[config.mk]
export PLATFORM = sky130hd
export DESIGN_NAME = sprt_queue
export DESIGN_NICKNAME = d
export VERILOG_FILES = /design/src/rtl/sprt_pkg.sv /design/src/rtl/sprt_queue.sv
export SDC_FILE = /design/constraint.sdc
export NUM_CORES = 1
export LEC_CHECK = 0
export BUFFER_PORTS_ARGS = -buffer_cell sky130_fd_sc_hd__buf_2
export CORE_MARGIN = 5
export CORE_UTILIZATION = 52
export CTS_CLUSTER_DIAMETER = 60
export DETAILED_ROUTE_END_ITERATION = 6
export PLACE_DENSITY = 0.85
export SLEW_MARGIN = 15
export SYNTH_ARGS = -nofsm -noshare
export SYNTH_HDL_FRONTEND = slang
export SYNTH_SLANG_ARGS = --single-unit
[constraint.sdc]
create_clock -name clk -period 4.4 [get_ports clk]
set_input_delay 0.22 -clock clk [delete_from_list [all_inputs] [get_ports clk]]
set_output_delay 0.22 -clock clk [all_outputs]
set_load 0.01 [all_outputs]
[src/rtl/sprt_pkg.sv]
`default_nettype none

package sprt_pkg;

	localparam int NUM_VERTICES_DEF = 10;
	localparam int ANGLE_BITS_DEF   = 16;

	localparam int COORD_W  = 12;
	localparam int VERT_W   = 13;
	localparam int COLOUR_W = 4;
	localparam int TRIG_W   = 17;
	localparam int OFS_W    = 6;

	localparam int ROM_SIZE  = 10;
	localparam int ROM_IDX_W = $clog2(ROM_SIZE);

	localparam int PHASE_W         = 32;
	localparam int CORDIC_W        = 32;
	localparam int CORDIC_STEPS    = 30;
	localparam int STEPS_PER_CYCLE = 3;
	localparam int CORDIC_CYCLES   = CORDIC_STEPS / STEPS_PER_CYCLE;
	localparam int STEP_W          = $clog2(CORDIC_STEPS);
	localparam int CYC_W           = $clog2(CORDIC_CYCLES);

	localparam int QUEUE_DEPTH = 2;

	localparam logic signed [CORDIC_W-1:0] CORDIC_X0 = 32'sh26DD3B6A;

	typedef logic [ROM_IDX_W-1:0] rom_idx_t;

	typedef struct packed {
		logic signed [TRIG_W-1:0]  c;
		logic signed [TRIG_W-1:0]  s;
		logic signed [COORD_W-1:0] cx;
		logic signed [COORD_W-1:0] cy;
		logic [COLOUR_W-1:0]       colour;
	} trig_item_t;

	function automatic logic [CORDIC_W-1:0] atan_lut(input logic [STEP_W-1:0] i);
		case (i)
			5'd0:    return 32'h20000000;
			5'd1:    return 32'h12E4051E;
			5'd2:    return 32'h09FB385B;
			5'd3:    return 32'h051111D4;
			5'd4:    return 32'h028B0D43;
			5'd5:    return 32'h0145D7E1;
			5'd6:    return 32'h00A2F61E;
			5'd7:    return 32'h00517C55;
			5'd8:    return 32'h0028BE53;
			5'd9:    return 32'h00145F2F;
			5'd10:   return 32'h000A2F98;
			5'd11:   return 32'h000517CC;
			5'd12:   return 32'h00028BE6;
			5'd13:   return 32'h000145F3;
			5'd14:   return 32'h0000A2FA;
			5'd15:   return 32'h0000517D;
			5'd16:   return 32'h000028BE;
			5'd17:   return 32'h0000145F;
			5'd18:   return 32'h00000A30;
			5'd19:   return 32'h00000518;
			5'd20:   return 32'h0000028C;
			5'd21:   return 32'h00000146;
			5'd22:   return 32'h000000A3;
			5'd23:   return 32'h00000051;
			5'd24:   return 32'h00000029;
			5'd25:   return 32'h00000014;
			5'd26:   return 32'h0000000A;
			5'd27:   return 32'h00000005;
			5'd28:   return 32'h00000003;
			5'd29:   return 32'h00000001;
			default: return 32'h00000000;
		endcase
	endfunction

	function automatic logic signed [OFS_W-1:0] star_x(input rom_idx_t i);
		case (i)
			4'd0:    return 6'sd0;
			4'd1:    return 6'sd5;
			4'd2:    return 6'sd20;
			4'd3:    return 6'sd8;
			4'd4:    return 6'sd14;
			4'd5:    return 6'sd0;
			4'd6:    return -6'sd14;
			4'd7:    return -6'sd8;
			4'd8:    return -6'sd20;
			4'd9:    return -6'sd5;
			default: return 6'sd0;
		endcase
	endfunction

	function automatic logic signed [OFS_W-1:0] star_y(input rom_idx_t i);
		case (i)
			4'd0:    return -6'sd20;
			4'd1:    return -6'sd7;
			4'd2:    return -6'sd7;
			4'd3:    return 6'sd4;
			4'd4:    return 6'sd20;
			4'd5:    return 6'sd10;
			4'd6:    return 6'sd20;
			4'd7:    return 6'sd4;
			4'd8:    return -6'sd7;
			4'd9:    return -6'sd7;
			default: return 6'sd0;
		endcase
	endfunction

endpackage

`default_nettype wire

[src/rtl/sprt_queue.sv]
`default_nettype none

module sprt_queue (
	input  logic                 clk,
	input  logic                 arst_n,
	input  logic                 push_valid,
	output logic                 push_ready,
	input  sprt_pkg::trig_item_t push_data,
	output logic                 pop_valid,
	input  logic                 pop_ready,
	output sprt_pkg::trig_item_t pop_data
);
	import sprt_pkg::*;

	localparam int PTR_W = $clog2(QUEUE_DEPTH);
	localparam int CNT_W = $clog2(QUEUE_DEPTH + 1);

	trig_item_t       entry_q [QUEUE_DEPTH];
	logic [PTR_W-1:0] wr_ptr_q;
	logic [PTR_W-1:0] rd_ptr_q;
	logic [CNT_W-1:0] count_q;
	logic             push_fire;
	logic             pop_fire;

	assign push_ready = (count_q != CNT_W'(QUEUE_DEPTH));
	assign pop_valid  = (count_q != '0);
	assign push_fire  = push_valid && push_ready;
	assign pop_fire   = pop_valid && pop_ready;
	assign pop_data   = entry_q[rd_ptr_q];

	always_ff @(posedge clk or negedge arst_n) begin
		if (!arst_n) begin
			wr_ptr_q <= '0;
			rd_ptr_q <= '0;
			count_q  <= '0;
		end else begin
			if (push_fire)
				wr_ptr_q <= (wr_ptr_q == PTR_W'(QUEUE_DEPTH - 1)) ? '0 : wr_ptr_q + 1'b1;
			if (pop_fire)
				rd_ptr_q <= (rd_ptr_q == PTR_W'(QUEUE_DEPTH - 1)) ? '0 : rd_ptr_q + 1'b1;
			if (push_fire && !pop_fire)
				count_q <= count_q + 1'b1;
			else if (pop_fire && !push_fire)
				count_q <= count_q - 1'b1;
		end
	end

	always_ff @(posedge clk) begin
		if (push_fire)
			entry_q[wr_ptr_q] <= push_data;
	end

endmodule

`default_nettype wire

==> Yosys cells after proc, flatten, opt, wreduce, memory -nomap -nowiden <==
Memories as Yosys holds them, arrays and structs flattened.
Cells that the tools add are included.
{ "word_totals": {"reg_bits": 4, "ramBits": 124, "in_bits": 66, "out_inout_bits": 64, "word_cells": 23, "n_memories": 1} }
{ "op_classes": {"add_sub_neg": 4, "eq_ne": 1, "n_mux": 6, "reduce_logical": 8} }
{ "memory_table": {"columns": ["memory", "words", "word_bits", "rd", "rd_clocked_by_memory_dff", "write_ports", "line", "source"], "rows": [
  ["entry_q", 2, 62, 1, 0, 1, "sprt_queue.sv:18", "trig_item_t entry_q [QUEUE_DEPTH];"]
]} }
{ "ops": {"columns": ["op", "n"], "rows": [
  ["$logic_and A1 B1 Y1", 4],
  ["$mux W1", 4],
  ["$mux W2", 2],
  ["$reduce_bool A2 Y1", 2],
  ["$add A1 B1 Y1 const B", 2],
  ["$add A2 B1 Y2 const B", 1],
  ["$logic_not A1 Y1", 2],
  ["$ne A2 B2 Y1 const B", 1],
  ["$sub A2 B1 Y2 const B", 1]
]} }

==> Depth between registers and ports, before layout <==
{ "logic_depth": {"ltp_word": 6, "ltp_mapped": 7, "mapped_depth_nobuf": 7} }

==> Least setup slack after synthesis <==
OpenSTA, ideal clock, no wires.
{ "synth_timing": {"kind": "register to register", "start": "reg count_q[0]", "end": "mem entry_q[0][0] (netlist name), enable pin", "setup_time_ns": 0.482, "t_arrival_ns": 3.293, "required_ns": 3.918, "path_slack_ns": 0.625, "path_stages_with_launch": 4, "path_buffers": 0, "synth_period_minus_slack_ns": 3.775, "path_cell_list": "dfrtp_1 nand2b_1 nand2_1 nor2_1"} }
{ "synth_via": {"elab_chain_len": 4} }
{ "synth_rtl": {"columns": ["element", "line", "source"], "rows": [
  ["start, declared", "sprt_queue.sv:21", "logic [CNT_W-1:0] count_q;"],
  ["start signal, assigned", "sprt_queue.sv:42", "count_q <= count_q + 1'b1;"],
  ["start signal, assigned", "sprt_queue.sv:44", "count_q <= count_q - 1'b1;"],
  ["$ne A2 B2 Y1", "sprt_queue.sv:25", "assign push_ready = (count_q != CNT_W'(QUEUE_DEPTH));"],
  ["named net push_ready", "sprt_queue.sv:7", "output logic push_ready,"],
  ["$logic_and A1 B1 Y1", "sprt_queue.sv:27", "assign push_fire = push_valid && push_ready;"],
  ["$mux W1", "sprt_queue.sv:49", "if (push_fire)"],
  ["$mux W1 (not written as such)", "sprt_queue.sv:50", "entry_q[wr_ptr_q] <= push_data;"],
  ["end, declared", "sprt_queue.sv:18", null]
]} }
The timed path passes the listed nets, and every way through them passes these cells.

==> impl_metrics.tcl <==
set metrics [dict create \
    min_path_type "in -> async" \
    synthXorXnorAreaFrac_pct 0.8814 \
    path_buf_inv 1 \
    wl_per_cell_um 16.71 \
    min_period_ps 2526 \
    cp_max_fo 63 \
    layout.nets 485 \
    critPathMaxStageDelay_ps 1170 \
    grt_pass1_wl_um 14460 \
    grtUsageMet3_pct 5.399 \
    port_buffers 129 \
    busiest_layer "met2" \
    clockRootBuffer "clkbuf_8" \
    setup_viol 0 \
    dr.pass1.iters 4 \
    worst_slack_ps 1874 \
    viasPerCell 4.730 \
    core_area_um2 9284 \
    reg2reg_depth 4 \
    netlist_area_um2 4969 \
    clock-sinks 128 \
    cts_tree "done" \
    die-area_um2 11610 \
    cp_top_family "flip-flops" \
    cts_made_buffers 17 \
    async_reset_ff_share_pct 3.125 \
    synthAdderAreaFrac_pct 0.2518 \
    clk_latency_ps 490 \
    start_util_pct 53.52 \
    yosys.area.top_type "edfxtp_1" \
    rsz0062_at_grt "false" \
    num_vias 2649 \
    drt_wl_total_um 9355 \
    n_fill_cell 568 \
    first_iter_violations 103 \
    clockBufferDepth 2 \
    gp_congestion 0.6896 \
    io_pins 130 \
    synth.top_cell.area_share_pct 74.94 \
    dieWidth_um 107.8 \
    startpoint_type "flip-flop" \
    synth_commonest_cells "124 x edfxtp_1, 59 x mux2_4, 6 x buf_12, 4 x dfrtp_1" \
    netlist_top_cells_area "edfxtp_1 75%, mux2_4 18%, buf_12 2.4%" \
    status "completed" \
    hold_viol 0 \
    synth_compound_area_share_pct 0 \
    worst_pin_slew_ps 1183 \
    max_freq_mhz 395.9 \
    clk_pin_slew_ps 50 \
    crit_type "reg -> out" \
    drc_errors 0 \
    grt_overflow 0 \
    synthFlopType "edfxtp_1" \
    slowest_stage "dfrtp_4" \
    worst_r2r_startpoint "count_q[0]" \
    antenna_left 0 \
    crit_arrival_ps 2310 \
    post-route-period-util_pct 57.40 \
    p_leak_nw 2.798 \
    drive_gt1_share_pct 52.33 \
    antenna_found_initial 1 \
    p_per_area_nw_per_um2 642.0 \
    drv_slew 0 \
    use_met2_pct 29.53 \
    ctsHtreeMaxLevel 4 \
    synth-seq-cells 128 \
    yosys.cell_types.count 15 \
    cp_data_required_time_ps 4180 \
    synth.avg_cell_area_um2 23.55 \
    endpoint_kind "output pin" \
    drv_cap 0 \
    total_power_mw 4.402 \
    peakVddDrop_mv 0.7250 \
    synth_nets 278 \
    path_cells "mux2_2 > buf_2" \
    utilization_pct 73.85 \
    grt_util_met1_pct 18.90 \
    cts_setup_buffers 0 \
    synth_enable_flop_cells 124 \
    fp.dieH_um 107.8 \
    yosysMostFrequentCell "edfxtp_1" \
    dp_hpwl_um 5465 \
    synth_top_family_by_area "multiplexers" \
    relSlewSlack_pct 21.12 \
    grt_usage_pct 16.77 \
    synth_seq_area_share_pct 76.96 \
    reg2reg_to "entry_q[0][44]" \
    tns_ps 0 \
    rows 35 \
    synthSimpleGateAreaFrac_pct 0.6799 \
    skew_ps 10.62 \
    synthCells 211 \
    synth_warnings 0 \
    dp_slack_ps 2020 \
    r2r_setup_slack_ps 2040 \
    grt_pass1_vias 2905 \
    area_delta_synth_final_pct 38.00 \
    yosys-mux-area-fraction_pct 18.51 \
    grt_max_degree 64 \
]
per-layer routing:
layer  vias to the layer above  part of all wire [%]  routed length [µm]
met4                         0                  0.91                  85
met3                         8                   6.3                 593
met1                      1294                    40                3717
li1                       1244                     -                   -
met5                         -                     0                   0
met2                       103                    53                4958
state kept, by name (all words and copies together), names as in the netlist:
name	cells
entry_q	124
wr_ptr_q	1
count_q	2
rd_ptr_q	1
metrics by stage:
stage | cells | area (µm²) | hold WS (ps)
after global routing | 560 | 6857 | 52.96
after CTS | 559 | 6854 | 38.67
after global placement | 464 | 5672 | 26.96
final | 560 | 6857 | 66.02
after detailed placement | 464 | 5672 | 32.53
after floorplan | 211 | 4969 | -75.59
how the worst max path moves through the flow:
| stage | start | end | slack [ps] | depth (start not counted) |
|---|---|---|---|---|
| final | rd_ptr_q | pop_data[42] | 1870 | 2 |
| after floorplan | count_q[0] | entry_q[0][0] | 620 | 3 |
| after detailed placement | count_q[0] | entry_q[0][57] | 2020 | 4 |
| after global placement | count_q[0] | entry_q[0][47] | 2130 | 4 |
| after global routing | rd_ptr_q | pop_data[42] | 1770 | 2 |
| after CTS | rd_ptr_q | pop_data[42] | 1840 | 2 |
kinds of logic after synthesis:
logic type               count (synthesis)
AND/OR/NAND/NOR                          7
buffers and inverters                    8
adder cells (fa/ha/maj)                  1
multiplexers                            62
flip-flops                             128
XOR/XNOR                                 5
worst register-to-register path, stage by stage, from the launching register on:
cell	delay [ps]
dfrtp_1	410
nand2b_1	170
nand2_1	160
nor2_4	740
buf_4	510
where the power goes:
part           internal, mW  switching (mW)  total [mW]
combinational         0.713           0.520        1.23
sequential             1.67           0.235        1.91
clock                 0.795           0.467        1.26
placed cells by master, fill, tap and decap left out:
master and count:
nor2_1 1, mux2_4 59, clkbuf_1 2, buf_4 2, buf_2 129, dfrtp_1 3
bufinv_16 2, mux2_2 3, xor2_1 2, diode_2 1, clkinv_2 7, nor2_4 1
edfxtp_1 124, and3_2 1, dfrtp_4 1, clkinv_4 2, ha_1 1, inv_1 1
nand2_1 2, clkinvlp_4 1, clkbuf_8 1, nand2b_1 1, clkbuf_16 16, dlygate4sd3_1 64
or2_1 1, xnor2_1 3
repair_timing:
action                                 in CTS  in global routing
setup endpoints to repair                   0                  0
endpoints found under the hold margin     129                  0
resized for setup                           0                  0
hold buffers                               64                  0
final cells by class:
cell class / count / area [µm²] / share of cell area [%]
well taps: 129 / 161.4 / 2.354
clock buffers: 19 / 421.7 / 6.150
repair buffers: 195 / 1301 / 18.98
clock inverters: 12 / 120.1 / 1.752
multi-input cells: 75 / 1018 / 14.85
diodes: 1 / 2.502 / 0.03650
flip-flops and latches: 128 / 3827 / 55.82
inverters: 1 / 3.754 / 0.05474
Note: power is estimated with default switching activity, not from simulation.
