==> src/rtl/sprt_pkg.sv <==
`default_nettype none

package sprt_pkg;

	localparam int NUM_VERTICES_DEF = 10;
	localparam int ANGLE_BITS_DEF   = 16;

	localparam int COORD_W  = 12;
	localparam int VERT_W   = 13;
	localparam int COLOUR_W = 4;
	localparam int TRIG_W   = 17;
	localparam int OFS_W    = 6;

	localparam int ROM_SIZE  = 10;
	localparam int ROM_IDX_W = $clog2(ROM_SIZE);

	localparam int PHASE_W         = 32;
	localparam int CORDIC_W        = 32;
	localparam int CORDIC_STEPS    = 30;
	localparam int STEPS_PER_CYCLE = 3;
	localparam int CORDIC_CYCLES   = CORDIC_STEPS / STEPS_PER_CYCLE;
	localparam int STEP_W          = $clog2(CORDIC_STEPS);
	localparam int CYC_W           = $clog2(CORDIC_CYCLES);

	localparam int QUEUE_DEPTH = 2;

	localparam logic signed [CORDIC_W-1:0] CORDIC_X0 = 32'sh26DD3B6A;

	typedef logic [ROM_IDX_W-1:0] rom_idx_t;

	typedef struct packed {
		logic signed [TRIG_W-1:0]  c;
		logic signed [TRIG_W-1:0]  s;
		logic signed [COORD_W-1:0] cx;
		logic signed [COORD_W-1:0] cy;
		logic [COLOUR_W-1:0]       colour;
	} trig_item_t;

	function automatic logic [CORDIC_W-1:0] atan_lut(input logic [STEP_W-1:0] i);
		case (i)
			5'd0:    return 32'h20000000;
			5'd1:    return 32'h12E4051E;
			5'd2:    return 32'h09FB385B;
			5'd3:    return 32'h051111D4;
			5'd4:    return 32'h028B0D43;
			5'd5:    return 32'h0145D7E1;
			5'd6:    return 32'h00A2F61E;
			5'd7:    return 32'h00517C55;
			5'd8:    return 32'h0028BE53;
			5'd9:    return 32'h00145F2F;
			5'd10:   return 32'h000A2F98;
			5'd11:   return 32'h000517CC;
			5'd12:   return 32'h00028BE6;
			5'd13:   return 32'h000145F3;
			5'd14:   return 32'h0000A2FA;
			5'd15:   return 32'h0000517D;
			5'd16:   return 32'h000028BE;
			5'd17:   return 32'h0000145F;
			5'd18:   return 32'h00000A30;
			5'd19:   return 32'h00000518;
			5'd20:   return 32'h0000028C;
			5'd21:   return 32'h00000146;
			5'd22:   return 32'h000000A3;
			5'd23:   return 32'h00000051;
			5'd24:   return 32'h00000029;
			5'd25:   return 32'h00000014;
			5'd26:   return 32'h0000000A;
			5'd27:   return 32'h00000005;
			5'd28:   return 32'h00000003;
			5'd29:   return 32'h00000001;
			default: return 32'h00000000;
		endcase
	endfunction

	function automatic logic signed [OFS_W-1:0] star_x(input rom_idx_t i);
		case (i)
			4'd0:    return 6'sd0;
			4'd1:    return 6'sd5;
			4'd2:    return 6'sd20;
			4'd3:    return 6'sd8;
			4'd4:    return 6'sd14;
			4'd5:    return 6'sd0;
			4'd6:    return -6'sd14;
			4'd7:    return -6'sd8;
			4'd8:    return -6'sd20;
			4'd9:    return -6'sd5;
			default: return 6'sd0;
		endcase
	endfunction

	function automatic logic signed [OFS_W-1:0] star_y(input rom_idx_t i);
		case (i)
			4'd0:    return -6'sd20;
			4'd1:    return -6'sd7;
			4'd2:    return -6'sd7;
			4'd3:    return 6'sd4;
			4'd4:    return 6'sd20;
			4'd5:    return 6'sd10;
			4'd6:    return 6'sd20;
			4'd7:    return 6'sd4;
			4'd8:    return -6'sd7;
			4'd9:    return -6'sd7;
			default: return 6'sd0;
		endcase
	endfunction

endpackage

`default_nettype wire

==> src/rtl/sprt_vertex.sv <==
`default_nettype none

module sprt_vertex #(
	parameter int NUM_VERTICES = sprt_pkg::NUM_VERTICES_DEF
) (
	input  logic                               clk,
	input  logic                               arst_n,
	input  logic                               pop_valid,
	output logic                               pop_ready,
	input  sprt_pkg::trig_item_t               pop_data,
	output logic                               out_valid,
	input  logic                               out_ready,
	output logic signed [sprt_pkg::VERT_W-1:0] vertex_x,
	output logic signed [sprt_pkg::VERT_W-1:0] vertex_y,
	output logic [sprt_pkg::COLOUR_W-1:0]      vertex_colour,
	output logic                               last_vertex
);
	import sprt_pkg::*;

	localparam int IDX_W  = $clog2(NUM_VERTICES + 1);
	localparam int PROD_W = 24;

	logic [IDX_W-1:0]         idx_q;
	rom_idx_t                 rom_q;
	logic                     out_valid_q;
	logic signed [VERT_W-1:0] vx_out_q;
	logic signed [VERT_W-1:0] vy_out_q;
	logic [COLOUR_W-1:0]      col_out_q;
	logic                     last_out_q;

	logic                     adv;
	logic                     closing;
	rom_idx_t                 ri;
	logic signed [PROD_W-1:0] ox;
	logic signed [PROD_W-1:0] oy;
	logic signed [PROD_W-1:0] c_w;
	logic signed [PROD_W-1:0] s_w;
	logic signed [PROD_W-1:0] rx;
	logic signed [PROD_W-1:0] ry;
	logic signed [PROD_W-1:0] tx;
	logic signed [PROD_W-1:0] ty;
	logic signed [VERT_W-1:0] cx_w;
	logic signed [VERT_W-1:0] cy_w;
	logic signed [VERT_W-1:0] px;
	logic signed [VERT_W-1:0] py;

	assign adv       = pop_valid && (!out_valid_q || out_ready);
	assign closing   = (idx_q == IDX_W'(NUM_VERTICES));
	assign pop_ready = adv && closing;
	assign ri        = closing ? '0 : rom_q;

	assign ox  = PROD_W'(star_x(ri));
	assign oy  = PROD_W'(star_y(ri));
	assign c_w = PROD_W'(pop_data.c);
	assign s_w = PROD_W'(pop_data.s);
	assign rx  = ox * c_w - oy * s_w;
	assign ry  = ox * s_w + oy * c_w;

	// divide by 2^15 rounding toward zero
	assign tx = (rx + (rx[PROD_W-1] ? 24'sd32767 : 24'sd0)) >>> 15;
	assign ty = (ry + (ry[PROD_W-1] ? 24'sd32767 : 24'sd0)) >>> 15;

	assign cx_w = VERT_W'(pop_data.cx);
	assign cy_w = VERT_W'(pop_data.cy);
	assign px   = cx_w + signed'(tx[VERT_W-1:0]);
	assign py   = cy_w + signed'(ty[VERT_W-1:0]);

	always_ff @(posedge clk or negedge arst_n) begin
		if (!arst_n) begin
			idx_q       <= '0;
			rom_q       <= '0;
			out_valid_q <= 1'b0;
		end else begin
			if (adv) begin
				out_valid_q <= 1'b1;
				if (closing) begin
					idx_q <= '0;
					rom_q <= '0;
				end else begin
					idx_q <= idx_q + 1'b1;
					rom_q <= (rom_q == ROM_IDX_W'(ROM_SIZE - 1)) ? '0 : rom_q + 1'b1;
				end
			end else if (out_ready) begin
				out_valid_q <= 1'b0;
			end
		end
	end

	always_ff @(posedge clk) begin
		if (adv) begin
			vx_out_q   <= px;
			vy_out_q   <= py;
			col_out_q  <= pop_data.colour;
			last_out_q <= closing;
		end
	end

	assign out_valid     = out_valid_q;
	assign vertex_x      = vx_out_q;
	assign vertex_y      = vy_out_q;
	assign vertex_colour = col_out_q;
	assign last_vertex   = last_out_q;

endmodule

`default_nettype wire

==> config.mk <==
export PLATFORM = sky130hd
export DESIGN_NAME = sprt_vertex
export DESIGN_NICKNAME = d
export VERILOG_FILES = /design/src/rtl/sprt_pkg.sv /design/src/rtl/sprt_vertex.sv
export SDC_FILE = /design/constraint.sdc
export NUM_CORES = 1
export LEC_CHECK = 0
export BUFFER_PORTS_ARGS = -buffer_cell sky130_fd_sc_hd__buf_2
export CAP_MARGIN = 20
export CORE_MARGIN = 2
export CORE_UTILIZATION = 50
export CTS_BUF_LIST = sky130_fd_sc_hd__clkbuf_2
export CTS_CLUSTER_DIAMETER = 80
export CTS_CLUSTER_SIZE = 14
export DETAILED_ROUTE_END_ITERATION = 6
export GPL_ROUTABILITY_DRIVEN = 0
export GPL_TIMING_DRIVEN = 0
export PLACE_DENSITY = 0.67
export SYNTH_ARGS = -nofsm -noshare
export SYNTH_HDL_FRONTEND = slang
export SYNTH_SLANG_ARGS = --single-unit
==> constraint.sdc <==
create_clock -name clk -period 13.1 [get_ports clk]
set_input_delay 1.31 -clock clk [delete_from_list [all_inputs] [get_ports clk]]
set_output_delay 1.31 -clock clk [all_outputs]
set_load 0.02 [all_outputs]
-- Word-level counts from Yosys, hierarchy flattened
Memory sizes are Yosys's and may differ from the RTL's.
Cells that the tools add are included.
- memories: 2
- output and inout bits: 33
- ROM bits: 192
- bits in registers: 40
- input port bits: 66
- logic and storage cells: 36
- memories (name ; depth ; width ; read ports ; clocked after memory_dff ; write ports ; line ; text):
    (name not given) ; 16 ; 6 ; 1 ; 0 ; 0 ; sprt_pkg.sv:92 ; case (i)
    (name not given) ; 16 ; 6 ; 1 ; 0 ; 0 ; sprt_pkg.sv:76 ; case (i)
- add/subtract/negate cells: 8
- multipliers: 4
- equality and inequality tests: 2
- muxes and demuxes: 8
- reduce and logical (&&, ||, !) cells: 5
- operator list (cell ; number):
    multiplier 6 x 17 -> 23 bit ; 4
    adder 24 x 16 -> 24 bit ; 2
    2-to-1 mux 15 bit ; 2
    adder 12 x 9 -> 13 bit ; 2
    adder 23 x 23 -> 24 bit ; 1
    subtractor 23 x 23 -> 24 bit ; 1
    2-to-1 mux 4 bit ; 4
    adder 4 x 1 -> 4 bit (second input constant) ; 2
    == test 4 bit (second input constant) ; 2
    logical AND 1 bit ; 2
    2-to-1 mux 1 bit ; 2
    nonzero test 2 bit ; 1
    logical NOT 1 bit ; 1
    logical OR 1 bit ; 1

-- Logic depth before layout (Yosys ltp)
An unclocked memory read counts as a cell.
- depth after elaboration: 8
- mapped depth: 52
- gate-level depth less buffers: 49

-- Least setup slack after synthesis
OpenSTA, ideal clock, no wires.
- kind: reg-to-reg
- from: register idx_q[0]
- to: register vy_out_q[11] (netlist: vertex_y[11]) (data pin)
- cell stages (with the launch flop): 48
- setup time: 0.265 ns
- arrival: 10.603 ns
- required time: 12.835 ns
- clock period less this slack: 10.868 ns
- path slack: 2.232 ns
- buffers on the path: 3
- cell sequence: dfrtp_1 > nand4bb_1 > buf_2 > nand2_1 > ha_1 > o21ai_1 > o21ai_0 > clkbuf_1 > and2_1 > fa_1 > fa_1 > inv_1 > fa_1 > inv_1 > fa_1 > inv_1 > fa_1 > fa_1 > (+12 left out) > nor3_1 > nand2b_1 > and3_1 > o31ai_2 > a21oi_1 > a2111oi_2 > xnor2_1 > ha_1 > inv_1 > o21bai_1 > a21oi_1 > nor2b_1 > o21a_1 > o21ai_0 > nand2b_1 > a21oi_1 > o21ai_0 > xor2_1
- cells in the longest elaborated chain, start to end: 8
- elaborated cells on any way between the ends: 10
- those cells by class: 3 x add/sub; 2 x mul; 1 x eq/ne; 2 x mux; 2 x memory
- ends and longest elaborated chain (element ; line ; text):
    start: declaration ; sprt_vertex.sv:23 ; logic [IDX_W-1:0] idx_q;
    start signal: assignment ; sprt_vertex.sv:80 ; idx_q <= idx_q + 1'b1;
    == test 4 bit (*) ; sprt_vertex.sv:48 ; assign closing = (idx_q == IDX_W'(NUM_VERTICES));
    2-to-1 mux 4 bit (*) ; sprt_vertex.sv:50 ; assign ri = closing ? '0 : rom_q;
    memory (16 x 6 bit) (on tied branches) ; n/a ;
    multiplier 6 x 17 -> 23 bit ; sprt_vertex.sv:57 ; assign ry = ox * s_w + oy * c_w;
    adder 23 x 23 -> 24 bit (*) ; sprt_vertex.sv:57 ;
    2-to-1 mux 15 bit ; sprt_vertex.sv:61 ; assign ty = (ry + (ry[PROD_W-1] ? 24'sd32767 : 24'sd0)) >>> 15;
    adder 24 x 16 -> 24 bit (*) ; sprt_vertex.sv:61 ;
    adder 12 x 9 -> 13 bit (*) ; sprt_vertex.sv:66 ; assign py = cy_w + signed'(ty[VERT_W-1:0]);
    via py[11] ; sprt_vertex.sv:45 ; logic signed [VERT_W-1:0] py;
    end signal: assignment ; sprt_vertex.sv:92 ; vy_out_q <= py;
    end: declaration ; sprt_vertex.sv:27 ; logic signed [VERT_W-1:0] vy_out_q;
Mark *: on every way through the listed nets, which the timed path passes. The rest lies on a longest branch.
A chain may end at the register's enable or synchronous reset.

-- Worst setup path after layout
- from: register idx_q[0]
- to: register vy_out_q[12] (netlist: vertex_y[12]) (data pin)
Same word-level chain as after synthesis.

==> impl_metrics.env <==
export IMPL_synth_common_cells="inv_1, fa_1, nand2_1"
export IMPL_synth_distinct_cells=75
export IMPL_grt_setup_unrepaired="no"
export IMPL_busiest_layer="met2"
export IMPL_path_clk_slew_ns=0.33
export IMPL_synth_area_per_cell_um2=8.89
export IMPL_finalSetupViolations=0
export IMPL_antenna_found_initial=1
export IMPL_ctsHoldBuffers=0
export IMPL_hold_violations=0
export IMPL_cts_sinks=40
export IMPL_fin_nets=2811
export IMPL_dr_pass1_iters=7
export IMPL_synth_top_family_by_area="adder cells"
export IMPL_synthToLayoutAreaGrowth_pct=6.85
export IMPL_cts_max_path_buffers=2
export IMPL_hold_path_class="primary input to asynchronous set/reset pin"
export IMPL_cts_root_buffer="clkbuf_2"
export IMPL_status="complete, no violations"
export IMPL_met2_usage=0.395
export IMPL_die_w_um=196
export IMPL_die_y_um=196
export IMPL_vias_per_cell=5.50
export IMPL_async_flop_share=0.225
export IMPL_critical_path_peak_fanout=12
export IMPL_rows=70
export IMPL_fin_tns_setup_ns=0
export IMPL_htreeDepth=2
export IMPL_cp_slowest_cell="a21boi_1"
export IMPL_yosys_warnings=0
export IMPL_met3_usage=0.0493
export IMPL_postRouteAntennaNets=0
export IMPL_drcViolationCount=0
export IMPL_synthMuxAreaShare=0.00285
export IMPL_yosys_register_bits=40
export IMPL_postSynthCellCount=2072
export IMPL_fmax_mhz=80.6
export IMPL_synth_fp_nets=2702
export IMPL_synth_fa_ha_area_frac=0.532
export IMPL_grt_pass1_wl_mm=75.1
export IMPL_relSlewSlack=0.465
export IMPL_synth_compound_area_frac=0.0892
export IMPL_dpl_hpwl_mm=37.6
export IMPL_wl_mm=44.9
export IMPL_numCtsBuffers=5
export IMPL_clkLatencyLatePin_ns=0.57
export IMPL_die_area_um2=38400
export IMPL_cts_tree="built"
export IMPL_yosys_area_top_type="fa_1"
export IMPL_synth_area_leaders="fa_1, ha_1, inv_1"
export IMPL_crit_type="flip-flop to flip-flop"
export IMPL_grt_use_met1=0.345
export IMPL_cp_data_arrival_time_ns=12.80
export IMPL_critPathRequiredTime_ns=13.50
export IMPL_wl_per_cell_um=17.0
export IMPL_synth_edf_count=31
export IMPL_finalCritPeriodShare=0.947
export IMPL_grt_pass1_vias=14800
export IMPL_synth_top_flop_cell="edfxtp_1"
export IMPL_finalClockSkew_ns=0.0491
export IMPL_ios=99
export IMPL_fp_coreArea_um2=36400
export IMPL_drt_initial_drc_count=930
export IMPL_grt_usage=0.247
export IMPL_crit_path_max_incr_delay_ns=0.64
export IMPL_io_buffers=98
export IMPL_start_util=0.506
export IMPL_drive_gt1_frac=0.0733
export IMPL_synthSimpleGateAreaFrac=0.170
export IMPL_critPathCaptureType="flip-flop"
export IMPL_grt_overflow_total=0
export IMPL_cap_violations=0
export IMPL_drv_slew=0
export IMPL_synth_top_area_share=0.396
export IMPL_syn_cell_area_um2=18400
export IMPL_synth_xor_area_frac=0.0418
export IMPL_grt_max_degree=39
export IMPL_crit_top_cell="fa_1"
export IMPL_ys_seq_area_frac=0.0627
export IMPL_period_minus_slack_ns=12.40
export IMPL_vias=14600
export IMPL_tightest_slew_ns=0.801
export IMPL_start_kind="flip-flop"
export IMPL_synth_most_common_cell="inv_1"
layout make-up:
cell class | count | area, um^2
inverter | 407 | 1530
buffer | 89 | 368
antenna | 1 | 2.50
fill | 3392 | 16700
multi-input combinational | 1536 | 15500
timing repair buffer | 102 | 518
clock inverter | 3 | 42.5
tap | 468 | 586
sequential | 40 | 1160
clock buffer | 5 | 25.0
kinds of logic after synthesis:
logic type | count (synthesis)
AOI/OAI and AO/OA | 248
xor gates and xnor gates | 88
adders and majority gates | 564
buffers and inverters | 496
DFF | 40
muxes | 5
and+or+nand+nor | 631
state kept, by name (all words and copies together) (netlist names):
register / cells
vertex_x: 13
vertex_y: 13
idx_q: 4
rom_q: 4
vertex_colour: 4
last_vertex: 1
out_valid: 1
per-layer routing:
layer	up-vias	routed length (um)	part of all wire
met2	485	20700	0.46
met1	7335	19400	0.43
li1	6711	-	-
met3	58	3880	0.086
met4	0	936	0.021
met5	-	0	0
critical path, delay by kind of cell, from the launching register on:
kind | cells | cell delay [ns]
xor+xnor | 1 | 0.19
fa+ha+maj | 10 | 4.16
buf+inv | 8 | 1.25
flops | 1 | 0.53
compound gates | 18 | 4.56
simple gates | 10 | 1.56
cells in the final DEF (no fill, tap or decap), types with 18 or more instances in the layout:
master	Yosys	final
edfxtp_1	31	31
nand2b_1	18	18
xor2_1	21	21
a21oi_1	57	54
a21o_1	22	22
and2_1	152	152
nor2_1	83	81
inv_1	405	405
o21ai_0	55	54
clkbuf_1	85	75
nor3_1	21	20
nand2_1	243	243
or3_1	39	39
ha_1	199	199
nand3_1	22	22
xnor2_1	67	66
fa_1	365	365
buf_2	1	100
through the flow:
step	hold slack, ns	cell area [um^2]	utilization	setup slack [ns]	cells
final	0.505	19700	0.540	0.699	2651
after global routing	0.477	19700	0.540	0.0319	2651
after CTS	0.460	19600	0.537	0.0771	2646
after detailed placement	0.497	19500	0.535	0.136	2638
after global placement	0.495	19500	0.535	0.256	2638
after floorplan	0.481	18400	-	2.23	2072
what timing repair did:
| action | CTS | global route |
|---|---|---|
| endpoints found under the setup margin | 0 | 14 |
| setup buffers | 0 | 0 |
| gates resized for setup | 0 | 41 |
final timing paths:
kind                       startpoint  slack (ns)  depth (start not counted)           end
hold / removal                 arst_n        0.51                          1      rom_q[3]
min in group clk             idx_q[2]        0.53                          1      idx_q[2]
max in group asynchronous      arst_n       12.36                          1      idx_q[2]
setup / recovery             idx_q[0]        0.70                         47  vertex_y[12]
hold reg to reg              idx_q[2]        0.53                          1      idx_q[2]
setup reg to reg             idx_q[0]        0.70                         47  vertex_y[12]
Power is left out: the tool's default activity adds up to more than one toggle a clock period on the data nets, which glitch-free logic cannot reach.
